$ cat src/hw/rtl/sync_length_frame_parser_macros.svh
// Assertion macros shared by the frame parser RTL files.
`ifndef SYNC_LENGTH_FRAME_PARSER_MACROS_SVH
`define SYNC_LENGTH_FRAME_PARSER_MACROS_SVH

// Check that a condition implies another in the same cycle.
`define SLFP_ASSERT_SAME(label, clk, rst_n, cond, expr) \
    label: assert property (@(posedge clk) disable iff (!rst_n) (cond) |-> (expr)) \
        else $error("frame parser assertion failed");

// Check that a condition implies another in the next cycle.
`define SLFP_ASSERT_NEXT(label, clk, rst_n, cond, expr) \
    label: assert property (@(posedge clk) disable iff (!rst_n) (cond) |=> (expr)) \
        else $error("frame parser assertion failed");

`endif

$ cat src/hw/rtl/slfp_pkg.sv
// Types and constants shared by the sync/length frame parser.
package slfp_pkg;

    // Reset values of the sync byte registers.
    localparam logic [7:0] SYNC_FIRST_RESET  = 8'h03;
    localparam logic [7:0] SYNC_SECOND_RESET = 8'h9C;

    // Configuration register indexes.
    localparam logic [7:0] REG_SYNC_FIRST  = 8'd0;
    localparam logic [7:0] REG_SYNC_SECOND = 8'd1;

    // Frame parser phases.
    typedef enum logic [3:0] {
        PH_HUNT   = 4'd0,
        PH_SYNC2  = 4'd1,
        PH_ID_LO  = 4'd2,
        PH_ID_HI  = 4'd3,
        PH_LEN    = 4'd4,
        PH_RECV   = 4'd5,
        PH_DATA   = 4'd6,
        PH_CHK_LO = 4'd7,
        PH_CHK_HI = 4'd8
    } phase_t;

    // One result item, produced for every received byte.
    typedef struct packed {
        logic        payload_valid;
        logic [7:0]  payload_byte;
        logic [7:0]  payload_index;
        logic        frame_done;
        logic [15:0] frame_id;
        logic [7:0]  frame_length;
        logic [7:0]  frame_recv_field;
        logic [15:0] frame_check;
        logic        sync_error;
    } result_t;

endpackage

$ cat src/hw/rtl/slfp_phase_fsm.sv
// Phase machine and header registers: one received byte per step.
`include "sync_length_frame_parser_macros.svh"

module slfp_phase_fsm
    import slfp_pkg::*;
(
    input  logic       clk,
    input  logic       rst_n,
    input  logic       step,
    input  logic [7:0] rx_byte,
    input  logic [7:0] sync_first,
    input  logic [7:0] sync_second,
    output result_t    result
);

    phase_t      phase_reg, phase_next;
    logic [7:0]  length_reg, length_next;
    logic [7:0]  count_reg, count_next;
    logic [15:0] id_reg, id_next;
    logic [7:0]  recv_reg, recv_next;
    logic [15:0] check_reg, check_next;

    // Hold phase and header fields, update on each step
    always_ff @(posedge clk or negedge rst_n)
    begin
        if (!rst_n)
        begin
            phase_reg  <= PH_HUNT;
            length_reg <= 8'd0;
            count_reg  <= 8'd0;
            id_reg     <= 16'd0;
            recv_reg   <= 8'd0;
            check_reg  <= 16'd0;
        end
        else if (step)
        begin
            phase_reg  <= phase_next;
            length_reg <= length_next;
            count_reg  <= count_next;
            id_reg     <= id_next;
            recv_reg   <= recv_next;
            check_reg  <= check_next;
        end
    end

    // Decode the byte against the current phase
    always_comb
    begin
        phase_next  = phase_reg;
        length_next = length_reg;
        count_next  = count_reg;
        id_next     = id_reg;
        recv_next   = recv_reg;
        check_next  = check_reg;
        result      = '0;

        case (phase_reg)
            PH_SYNC2:
            begin
                if (rx_byte == sync_second)
                begin
                    phase_next = PH_ID_LO;
                end
                else
                begin
                    result.sync_error = 1'b1;
                    phase_next        = PH_HUNT;
                end
            end
            PH_ID_LO:
            begin
                id_next    = {id_reg[15:8], rx_byte};
                phase_next = PH_ID_HI;
            end
            PH_ID_HI:
            begin
                id_next    = {rx_byte, id_reg[7:0]};
                phase_next = PH_LEN;
            end
            PH_LEN:
            begin
                length_next = rx_byte;
                phase_next  = PH_RECV;
            end
            PH_RECV:
            begin
                recv_next  = rx_byte;
                // skip the payload when the frame declares none
                phase_next = (length_reg == 8'd0) ? PH_CHK_LO : PH_DATA;
            end
            PH_DATA:
            begin
                result.payload_valid = 1'b1;
                result.payload_byte  = rx_byte;
                result.payload_index = count_reg;
                count_next           = count_reg + 8'd1;
                if (count_next >= length_reg)
                begin
                    phase_next = PH_CHK_LO;
                end
            end
            PH_CHK_LO:
            begin
                check_next = {check_reg[15:8], rx_byte};
                phase_next = PH_CHK_HI;
            end
            PH_CHK_HI:
            begin
                check_next              = {rx_byte, check_reg[7:0]};
                result.frame_done       = 1'b1;
                result.frame_id         = id_reg;
                result.frame_length     = length_reg;
                result.frame_recv_field = recv_reg;
                result.frame_check      = check_next;
                length_next             = 8'd0;
                count_next              = 8'd0;
                phase_next              = PH_HUNT;
            end
            default:
            begin
                // hunt: a matching first sync byte opens a fresh frame
                if (rx_byte == sync_first)
                begin
                    id_next     = 16'd0;
                    recv_next   = 8'd0;
                    check_next  = 16'd0;
                    length_next = 8'd0;
                    count_next  = 8'd0;
                    phase_next  = PH_SYNC2;
                end
                else
                begin
                    phase_next = PH_HUNT;
                end
            end
        endcase
    end

    `SLFP_ASSERT_SAME(a_count_below_length, clk, rst_n, phase_reg == PH_DATA, count_reg < length_reg)
    `SLFP_ASSERT_NEXT(a_done_rearms, clk, rst_n, step && result.frame_done, phase_reg == PH_HUNT && count_reg == 8'd0)
    `SLFP_ASSERT_NEXT(a_error_hunts, clk, rst_n, step && result.sync_error, phase_reg == PH_HUNT)

endmodule

$ cat src/hw/rtl/sync_length_frame_parser.sv
// Top level of the sync/length frame parser: input stage, result stage, config.
//
// Usage:
//   Input channel (in_valid/in_ready/rx_byte) takes one received byte per
//   request. Output channel (out_valid/out_ready and the result fields)
//   gives exactly one result per byte, in order: a payload byte, a finished
//   frame header on the last check byte, a sync error, or an all-zero idle
//   result for header and hunt bytes.
//   Config channel (cfg_valid/cfg_ready/cfg_index/cfg_data) writes register 0
//   (first sync byte) or 1 (second sync byte); other indexes are ignored.
//   cfg_ready is always high. Write config only while the parser is idle.
// Data path and throughput:
//   A byte is registered at the input stage, decoded by the phase machine
//   once the result stage is free, and lands in the result register. One
//   byte per cycle is sustained while out_ready is high; while a result
//   waits for out_ready, the input stage takes at most one more byte.
// Reset:
//   Both stages empty, phase back to hunting the first sync byte, sync
//   registers at 0x03 and 0x9C.
// Stall:
//   With out_ready low the result holds; one more byte is parked in the
//   input stage, then in_ready drops until the result is taken.
`include "sync_length_frame_parser_macros.svh"

module sync_length_frame_parser
    import slfp_pkg::*;
(
    input  logic        clk,
    input  logic        rst_n,
    input  logic        in_valid,
    output logic        in_ready,
    input  logic [7:0]  rx_byte,
    output logic        out_valid,
    input  logic        out_ready,
    output logic        payload_valid,
    output logic [7:0]  payload_byte,
    output logic [7:0]  payload_index,
    output logic        frame_done,
    output logic [15:0] frame_id,
    output logic [7:0]  frame_length,
    output logic [7:0]  frame_recv_field,
    output logic [15:0] frame_check,
    output logic        sync_error,
    input  logic        cfg_valid,
    output logic        cfg_ready,
    input  logic [7:0]  cfg_index,
    input  logic [7:0]  cfg_data
);

    logic       in_valid_reg;
    logic [7:0] in_byte_reg;
    logic       out_valid_reg;
    result_t    out_reg;
    result_t    step_result;
    logic [7:0] sync_first_reg;
    logic [7:0] sync_second_reg;
    logic       advance;

    // Move the parked byte forward when the result stage is free
    assign advance   = in_valid_reg && (!out_valid_reg || out_ready);
    assign in_ready  = !in_valid_reg || advance;
    assign cfg_ready = 1'b1;

    // Write the sync byte registers
    always_ff @(posedge clk or negedge rst_n)
    begin
        if (!rst_n)
        begin
            sync_first_reg  <= SYNC_FIRST_RESET;
            sync_second_reg <= SYNC_SECOND_RESET;
        end
        else if (cfg_valid)
        begin
            case (cfg_index)
                REG_SYNC_FIRST:  sync_first_reg  <= cfg_data;
                REG_SYNC_SECOND: sync_second_reg <= cfg_data;
                default:         ;
            endcase
        end
    end

    // Hold the input request until the decoder takes it
    always_ff @(posedge clk or negedge rst_n)
    begin
        if (!rst_n)
        begin
            in_valid_reg <= 1'b0;
        end
        else if (in_ready)
        begin
            in_valid_reg <= in_valid;
        end
    end

    always_ff @(posedge clk)
    begin
        if (in_valid && in_ready)
        begin
            in_byte_reg <= rx_byte;
        end
    end

    slfp_phase_fsm u_phase_fsm (
        .clk         (clk),
        .rst_n       (rst_n),
        .step        (advance),
        .rx_byte     (in_byte_reg),
        .sync_first  (sync_first_reg),
        .sync_second (sync_second_reg),
        .result      (step_result)
    );

    // Load the result register, drop it once taken
    always_ff @(posedge clk or negedge rst_n)
    begin
        if (!rst_n)
        begin
            out_valid_reg <= 1'b0;
        end
        else if (advance)
        begin
            out_valid_reg <= 1'b1;
        end
        else if (out_ready)
        begin
            out_valid_reg <= 1'b0;
        end
    end

    always_ff @(posedge clk)
    begin
        if (advance)
        begin
            out_reg <= step_result;
        end
    end

    assign out_valid        = out_valid_reg;
    assign payload_valid    = out_reg.payload_valid;
    assign payload_byte     = out_reg.payload_byte;
    assign payload_index    = out_reg.payload_index;
    assign frame_done       = out_reg.frame_done;
    assign frame_id         = out_reg.frame_id;
    assign frame_length     = out_reg.frame_length;
    assign frame_recv_field = out_reg.frame_recv_field;
    assign frame_check      = out_reg.frame_check;
    assign sync_error       = out_reg.sync_error;

    `SLFP_ASSERT_NEXT(a_advance_fills_out, clk, rst_n, advance, out_valid_reg)
    `SLFP_ASSERT_NEXT(a_parked_byte_held, clk, rst_n, in_valid_reg && !advance, in_valid_reg && $stable(in_byte_reg))
    `SLFP_ASSERT_SAME(a_one_kind_only, clk, rst_n, out_valid_reg, $onehot0({out_reg.payload_valid, out_reg.frame_done, out_reg.sync_error}))

endmodule
$ cat config.mk
export PLATFORM = sky130hd
export DESIGN_NAME = sync_length_frame_parser
export DESIGN_NICKNAME = d
export VERILOG_FILES = /design/src/hw/rtl/slfp_pkg.sv /design/src/hw/rtl/slfp_phase_fsm.sv /design/src/hw/rtl/sync_length_frame_parser.sv
export VERILOG_INCLUDE_DIRS = /design/src /design/src/hw/rtl
export SDC_FILE = /design/constraint.sdc
export NUM_CORES = 1
export LEC_CHECK = 0
export BUFFER_PORTS_ARGS = -buffer_cell sky130_fd_sc_hd__buf_4
export CELL_PAD_IN_SITES_DETAIL_PLACEMENT = 0
export CELL_PAD_IN_SITES_GLOBAL_PLACEMENT = 2
export CORE_MARGIN = 2
export CORE_UTILIZATION = 27
export DETAILED_ROUTE_END_ITERATION = 10
export HOLD_SLACK_MARGIN = 0.03
export PLACE_DENSITY_LB_ADDON = 0.12
export RECOVER_POWER = 50
export SLEW_MARGIN = 20
export SYNTH_ARGS = -nofsm -noshare
export SYNTH_HDL_FRONTEND = slang
export SYNTH_SLANG_ARGS = --single-unit
$ cat constraint.sdc
create_clock -name clk -period 2.95 [get_ports clk]
set_clock_uncertainty 0.15 [all_clocks]
set_input_delay 0.295 -clock clk [delete_from_list [all_inputs] [get_ports clk]]
set_output_delay 0.295 -clock clk [all_outputs]
set_load 0.005 [all_outputs]
==> metrics.csv, run 1 <==
metric,value,unit
nets@finish,627,
reg-to-reg endpoint,u_phase_fsm.phase_reg[1]$_DFFE_PN0P_,
postcts setup bufs,0,
Critical R2R Launch,u_phase_fsm.count_reg[0]$_DFFE_PN0P_,
count of different cell masters after synthesis,55,
Synth Instances,461,
die height,156.1,um
total grt overflow,0,
worst-path maximum fanout,5,
Final Hold Fails,0,
Tmin final,2.650,ns
CP Launch Type,flip-flop,
setup_tns,0,ns
min-delay worst type,flip-flop to flip-flop,
DPL Wire Length,10110,um
Final Util,35.69,%
HP Start,u_phase_fsm.recv_reg[1]$_DFFE_PN0P_,
"EDFF count, synth",75,
Hold EP,u_phase_fsm.recv_reg[1]$_DFFE_PN0P_,
Crit Path Class,flip-flop to flip-flop,
Starting Density,27.58,%
Max Clock Freq,377.4,MHz
async set-reset flop share out of synthesis,48.28,%
ant diodes,0,
Pwr Total,0.006120,W
clock network power share,33.6,%
"count leader, synth",edfxtp_1,
# setup viols final,0,
critical path arrival,2.80,ns
placed insts,835,
top_reg_cell synth,edfxtp_1,
num rows,55,
failing checks,"capacitance limit, slew limit",
IO Pins,99,
Via-to-Cell Ratio,4.568,
Syn. warnings,0,
Clock Tree Buf Depth,2,
CTS tree,yes,
total number of vias,4052,
Die Wd,156.1,um
Pre-antenna DRT Iters,4,
drt drc,0,
clk sinks,145,
Comb power frac,21.9,%
final worst-path cycle share,89.82,%
"Seq/Total Area, Yosys",64.24,%
fraction of layout cells with a size suffix above 1,27.74,%
area of the die,0.02436,mm^2
Synth area leader,edfxtp_1,
Post-Layout Cell Count,887,
Peak VDD IR,412.6,uV
GR Util All Layers,13.30,%
Layout fillers,2201,
outcome,"complete, but fails checks",
drt wl/cell,17.18,um
top-area cell type share of the netlist area,36.06,%
max-slew headroom at the worst pin,-23.09,%
Inserted Clock Buffers,17,
Max Slew Vio Count,71,
Pint,0.004260,W
first-pass GRT wire length,24250,um
CP Data Required Time,3.10,ns
DRT antenna net count,0,
max-cap viol count,1,
pwr dens,757.3,mW/mm^2
CTS Root Cell,clkbuf_16,
initial antenna violation count,2,
Post-synth top cells,"edfxtp_1 (75), dfrtp_1 (64), and2_1 (57)",
switching power,0.001860,W
top post-synthesis cells by area,"edfxtp_1 (36%), dfrtp_1 (26%), and2_1 (5.7%)",
Syn Nets,499,
RePlAce Congestion,0.7424,
count of input and output buffers,97,
largest net degree at the start of global routing,71,
area grow syn2layout,29.41,%
hold path depth,1,
Clock Pin Slew Worst Setup and Hold Paths,0.06,ns
1st-iter DRT viols,211,
Synth Cell Area,0.006245,mm^2
CP Capture Type,flip-flop,
Seq cells post-synth,145,
Placeable Area,0.02264,mm^2
Clock Latency Late Sink,0.42,ns
Total Wirelength,15240,um
Worst R2R Path Depth,9,
vias in the first global route,4322,
RSZ-0062 raised after global routing,false,
register-to-register setup slack,0.30,ns
sequential group share of total power,44.5,%
Worst-Margin Slew,1.846,ns
switching share of power,30.40,%
CTS H-tree depth,4,
LEAKAGE,3.410,nW
Mean Syn Cell Area,13.55,um^2
## through the flow
step / hold WS [ns] / worst slack (ns) / cell area (um^2)
final: 0.3414 / 0.3004 / 8082
after global routing: 0.3614 / 0.02672 / 8082
after floorplan: -0.1506 / 0.4276 / 6245
after detailed placement: 0.3233 / 0.2219 / 7350
after global placement: 0.3237 / 0.2866 / 7350
after CTS: 0.2253 / 0.2111 / 8109
## cell usage in the layout, fill, tap and decap left out, drive strengths merged, types with 10 or more instances in the layout
| cell type | synthesis | routed |
|---|---|---|
| nand2b | 11 | 11 |
| clkbuf | 8 | 98 |
| xnor2 | 16 | 16 |
| mux2 | 18 | 18 |
| a22o | 38 | 38 |
| inv | 14 | 19 |
| buf | 19 | 36 |
| edfxtp | 75 | 75 |
| dlygate4sd3 | 0 | 20 |
| nor3 | 11 | 11 |
| o21ai | 10 | 10 |
| dfrtp | 64 | 64 |
| and2 | 57 | 57 |
| nor4 | 13 | 13 |
| nor2 | 13 | 13 |
| nand2 | 22 | 22 |
## cell families after synthesis
group	count (synthesis)	synth area share, %
compound gates	75	10.02
xor+xnor	18	2.525
fa+ha+maj	9	1.803
buf+inv	41	2.905
flops	145	64.24
mux	27	4.688
other cells	1	0.06005
simple gates	145	13.76
## area by class of cell
class | count | area [um^2] | area share [%]
clock buffer | 18 | 429.2 | 5.310
timing repair buffer | 136 | 1046 | 12.94
tap | 285 | 356.6 | 4.412
multi-input combinational | 275 | 2056 | 25.44
sequential | 145 | 4011 | 49.64
inverter | 14 | 52.55 | 0.6503
clock inverter | 14 | 130.1 | 1.610
## how the worst max path moves through the flow
stage	to	start	slack (ns)	cells past startpoint
2_1_floorplan	u_phase_fsm.check_reg[0]$_DFFE_PN0P_	out_valid$_DFFE_PN0P_	0.43	6
5_1_grt	u_phase_fsm.phase_reg[0]$_DFFE_PN0P_	u_phase_fsm.count_reg[0]$_DFFE_PN0P_	0.03	8
3_5_place_dp	u_phase_fsm.phase_reg[1]$_DFFE_PN0P_	u_phase_fsm.count_reg[0]$_DFFE_PN0P_	0.22	9
6_report	u_phase_fsm.phase_reg[1]$_DFFE_PN0P_	u_phase_fsm.count_reg[0]$_DFFE_PN0P_	0.30	9
4_1_cts	u_phase_fsm.phase_reg[1]$_DFFE_PN0P_	u_phase_fsm.count_reg[0]$_DFFE_PN0P_	0.21	9
3_3_place_gp	u_phase_fsm.phase_reg[1]$_DFFE_PN0P_	u_phase_fsm.count_reg[0]$_DFFE_PN0P_	0.29	9
## power groups by stage
stage	Combinational (W)	Sequential [W]	Clock, W
finish	0.00134	0.00272	0.00206
detailed placement	0.00135	0.00277	0
global route	0.00151	0.00277	0.00222
global placement	0.00133	0.00276	0
CTS	0.00137	0.00273	0.00212
floorplan	0.000940	0.00265	0
## per-layer routing
metal	share of wire, %	GRT usage, %	vias to the layer above
met4	1.7	5.068	0
met5	0	0	-
met3	4.2	2.667	15
met2	46	20.94	102
met1	48	18.13	1989
li1	-	-	1946
## critical path, stage by stage, from the launching register on
cell	delay, ns
dfrtp_1	0.42
and3_1	0.22
nand3_1	0.14
o21a_1	0.22
or2_1	0.23
ha_1	0.32
nand4_1	0.11
nor3_2	0.26
o41ai_4	0.13
o41ai_1	0.34
## repair_timing
action | CTS | global route
resized for setup | 0 | 1
hold endpoints to repair | 90 | 0
hold buffers | 20 | 0
endpoints found under the setup margin | 0 | 1
Power figures use the tool's default switching activity.
==> run 2: changes to the inputs <==
==> constraint.sdc (replaced) <==
create_clock -name clk -period 2.95 [get_ports clk]
set_clock_uncertainty 0.15 [all_clocks]
set_input_delay 0.4425 -clock clk [delete_from_list [all_inputs] [get_ports clk]]
set_output_delay 0.4425 -clock clk [all_outputs]
set_load 0.005 [all_outputs]
==> metrics.csv, run 2 (same netlist as run 1, synthesis figures left out) <==
metric,value,unit,change
Max Clock Freq,376.4,MHz,-0.28%
initial antenna violation count,3,,+1
GR Util All Layers,13.32,%,+0.015 points
failing checks,"capacitance limit, slew limit",,
Crit Path Class,flip-flop to flip-flop,,
Max Slew Vio Count,71,,unchanged
Placeable Area,0.02264,mm^2,unchanged
worst-path maximum fanout,5,,unchanged
Clock Latency Late Sink,0.42,ns,about the same
LEAKAGE,3.392,nW,-0.54%
drt wl/cell,17.45,um,+1.6%
DPL Wire Length,10310,um,+2.0%
CTS H-tree depth,4,,unchanged
RePlAce Congestion,0.7508,,+1.1%
Inserted Clock Buffers,17,,unchanged
DRT antenna net count,0,,unchanged
"commonest non-fill, non-tap cells in the layout","edfxtp_1 (75), clkbuf_4 (71), dfrtp_1 (64), and2_1 (56)",,
Final Hold Fails,0,,unchanged
RSZ-0062 raised after global routing,false,,
min-delay worst type,input port to flip-flop,,
1st-iter DRT viols,188,,-11%
Pre-antenna DRT Iters,5,,+1
first-pass GRT wire length,24150,um,-0.42%
clock network power share,34.8,%,+1.2 points
area grow syn2layout,28.09,%,
crit path from,u_phase_fsm.count_reg[0]$_DFFE_PN0P_,,
Via-to-Cell Ratio,4.594,,+0.56%
HP Start,in_valid,,
vias in the first global route,4301,,-0.49%
CP Data Required Time,3.11,ns,about the same
Layout fillers,2236,,+1.6%
max-cap viol count,1,,unchanged
Starting Density,27.58,%,unchanged
Total Wirelength,15280,um,+0.30%
# setup viols final,0,,unchanged
Clock Pin Slew Worst Setup and Hold Paths,0.06,ns,about the same
final worst-path cycle share,90.07,%,+0.25 points
CTS Root Cell,clkbuf_16,,
worst-case hold slack,0.06498,ns,-0.2764 ns
switching power,0.001862,W,+0.12%
fraction of layout cells with a size suffix above 1,28.76,%,+1.0 points
critical path arrival,2.81,ns,about the same
ant diodes,0,,unchanged
"most common cell after layout, fill and taps aside",edfxtp_1,,
sequential group share of total power,43.5,%,-1.0 points
total number of vias,4024,,-0.69%
CP Capture Type,flip-flop,,
num rows,55,,unchanged
clk sinks,145,,unchanged
drt drc,0,,unchanged
max-slew headroom at the worst pin,-24.70,%,-1.6 points
CP Launch Type,flip-flop,,
die height,156.1,um,unchanged
postcts setup bufs,0,,unchanged
IO Pins,99,,unchanged
outcome,"complete, but fails checks",,
area of the die,0.02436,mm^2,unchanged
Critical R2R Launch,u_phase_fsm.count_reg[0]$_DFFE_PN0P_,,
count of input and output buffers,97,,unchanged
largest net degree at the start of global routing,71,,unchanged
setup_tns,0,ns,unchanged
Tmin final,2.657,ns,+0.007326 ns
Clock Tree Buf Depth,2,,unchanged
CTS tree,yes,,
Die Wd,156.1,um,unchanged
total grt overflow,0,,unchanged
Comb power frac,21.7,%,-0.2 points
switching share of power,29.96,%,-0.44 points
nets@finish,616,,-1.8%
Peak VDD IR,432.9,uV,+4.9%
pwr dens,777.2,mW/mm^2,+2.6%
Worst-Margin Slew,1.871,ns,+0.02421 ns
Pint,0.004354,W,+2.2%
[run 2: power by group through the flow]
| stage | registers [W] | clock network [W] | logic [W] |
|---|---|---|---|
| after floorplan | 0.00265 | 0 | 0.000940 |
| after global placement | 0.00274 | 0 | 0.00135 |
| after detailed placement | 0.00274 | 0 | 0.00137 |
| after CTS | 0.00271 | 0.00222 | 0.00138 |
| after global routing | 0.00275 | 0.00232 | 0.00151 |
| final | 0.00270 | 0.00217 | 0.00135 |
[run 2: critical path, cell delays in order, from the launching register on]
cell     delay (ns)
dfrtp_1        0.42
and3_1         0.22
nand3_1        0.14
o21a_1         0.22
or2_1          0.23
ha_1           0.32
nand4_1        0.11
nor3_2         0.25
o41ai_4        0.14
o41ai_1        0.34
[run 2: routing by layer]
| metal | vias up | track usage [%] | routed length, um |
|---|---|---|---|
| li1 | 1913 | - | - |
| met1 | 1990 | 17.98 | 6835 |
| met2 | 107 | 20.84 | 7195 |
| met3 | 14 | 3.139 | 1065 |
| met4 | 0 | 5.024 | 187 |
| met5 | - | 0 | 0 |
[run 2: layout make-up]
type                            instances  area (um^2)  share of cell area [%]
Sequential cell                       145         4011                   50.15
Clock buffer                           18        439.2                   5.490
Timing Repair Buffer                  125        923.4                   11.54
Multi-Input combinational cell        275         2063                   25.79
Clock inverter                         14        152.6                   1.908
Tap cell                              285        356.6                   4.458
Inverter                               14        52.55                  0.6570
[run 2: repair_timing]
action | 4_1_cts | 5_1_grt
resized for setup | 0 | 1
setup endpoints to repair | 0 | 1
hold buffers | 7 | 0
hold endpoints to repair | 7 | 0
[run 2: worst paths after layout]
check                                                        to  cells after the start  slack, ns
max in group asynchronous     u_phase_fsm.id_reg[7]$_DFFE_PN0P_                      1       1.16
min                                    in_valid_reg$_DFFE_PN0N_                      2       0.06
min in group asynchronous              in_valid_reg$_DFFE_PN0N_                      1       0.39
max reg2reg                u_phase_fsm.phase_reg[1]$_DFFE_PN0P_                      9       0.29
max                        u_phase_fsm.phase_reg[1]$_DFFE_PN0P_                      9       0.29
min reg2reg                 u_phase_fsm.recv_reg[3]$_DFFE_PN0P_                      1       0.34
[run 2: metrics by stage]
stage                     setup WS, ns  area [um^2]  util (%)  std cells  power (W)
final                           0.2931         7999     35.33        876   0.006217
after global routing           0.04047         7999     35.33        876   0.006576
after CTS                       0.1750         8026     35.45        876   0.006309
after detailed placement        0.1960         7365     32.53        837   0.004115
after global placement          0.2967         7365     32.53        837   0.004090
after floorplan                 0.3590         6245         -        461   0.003591
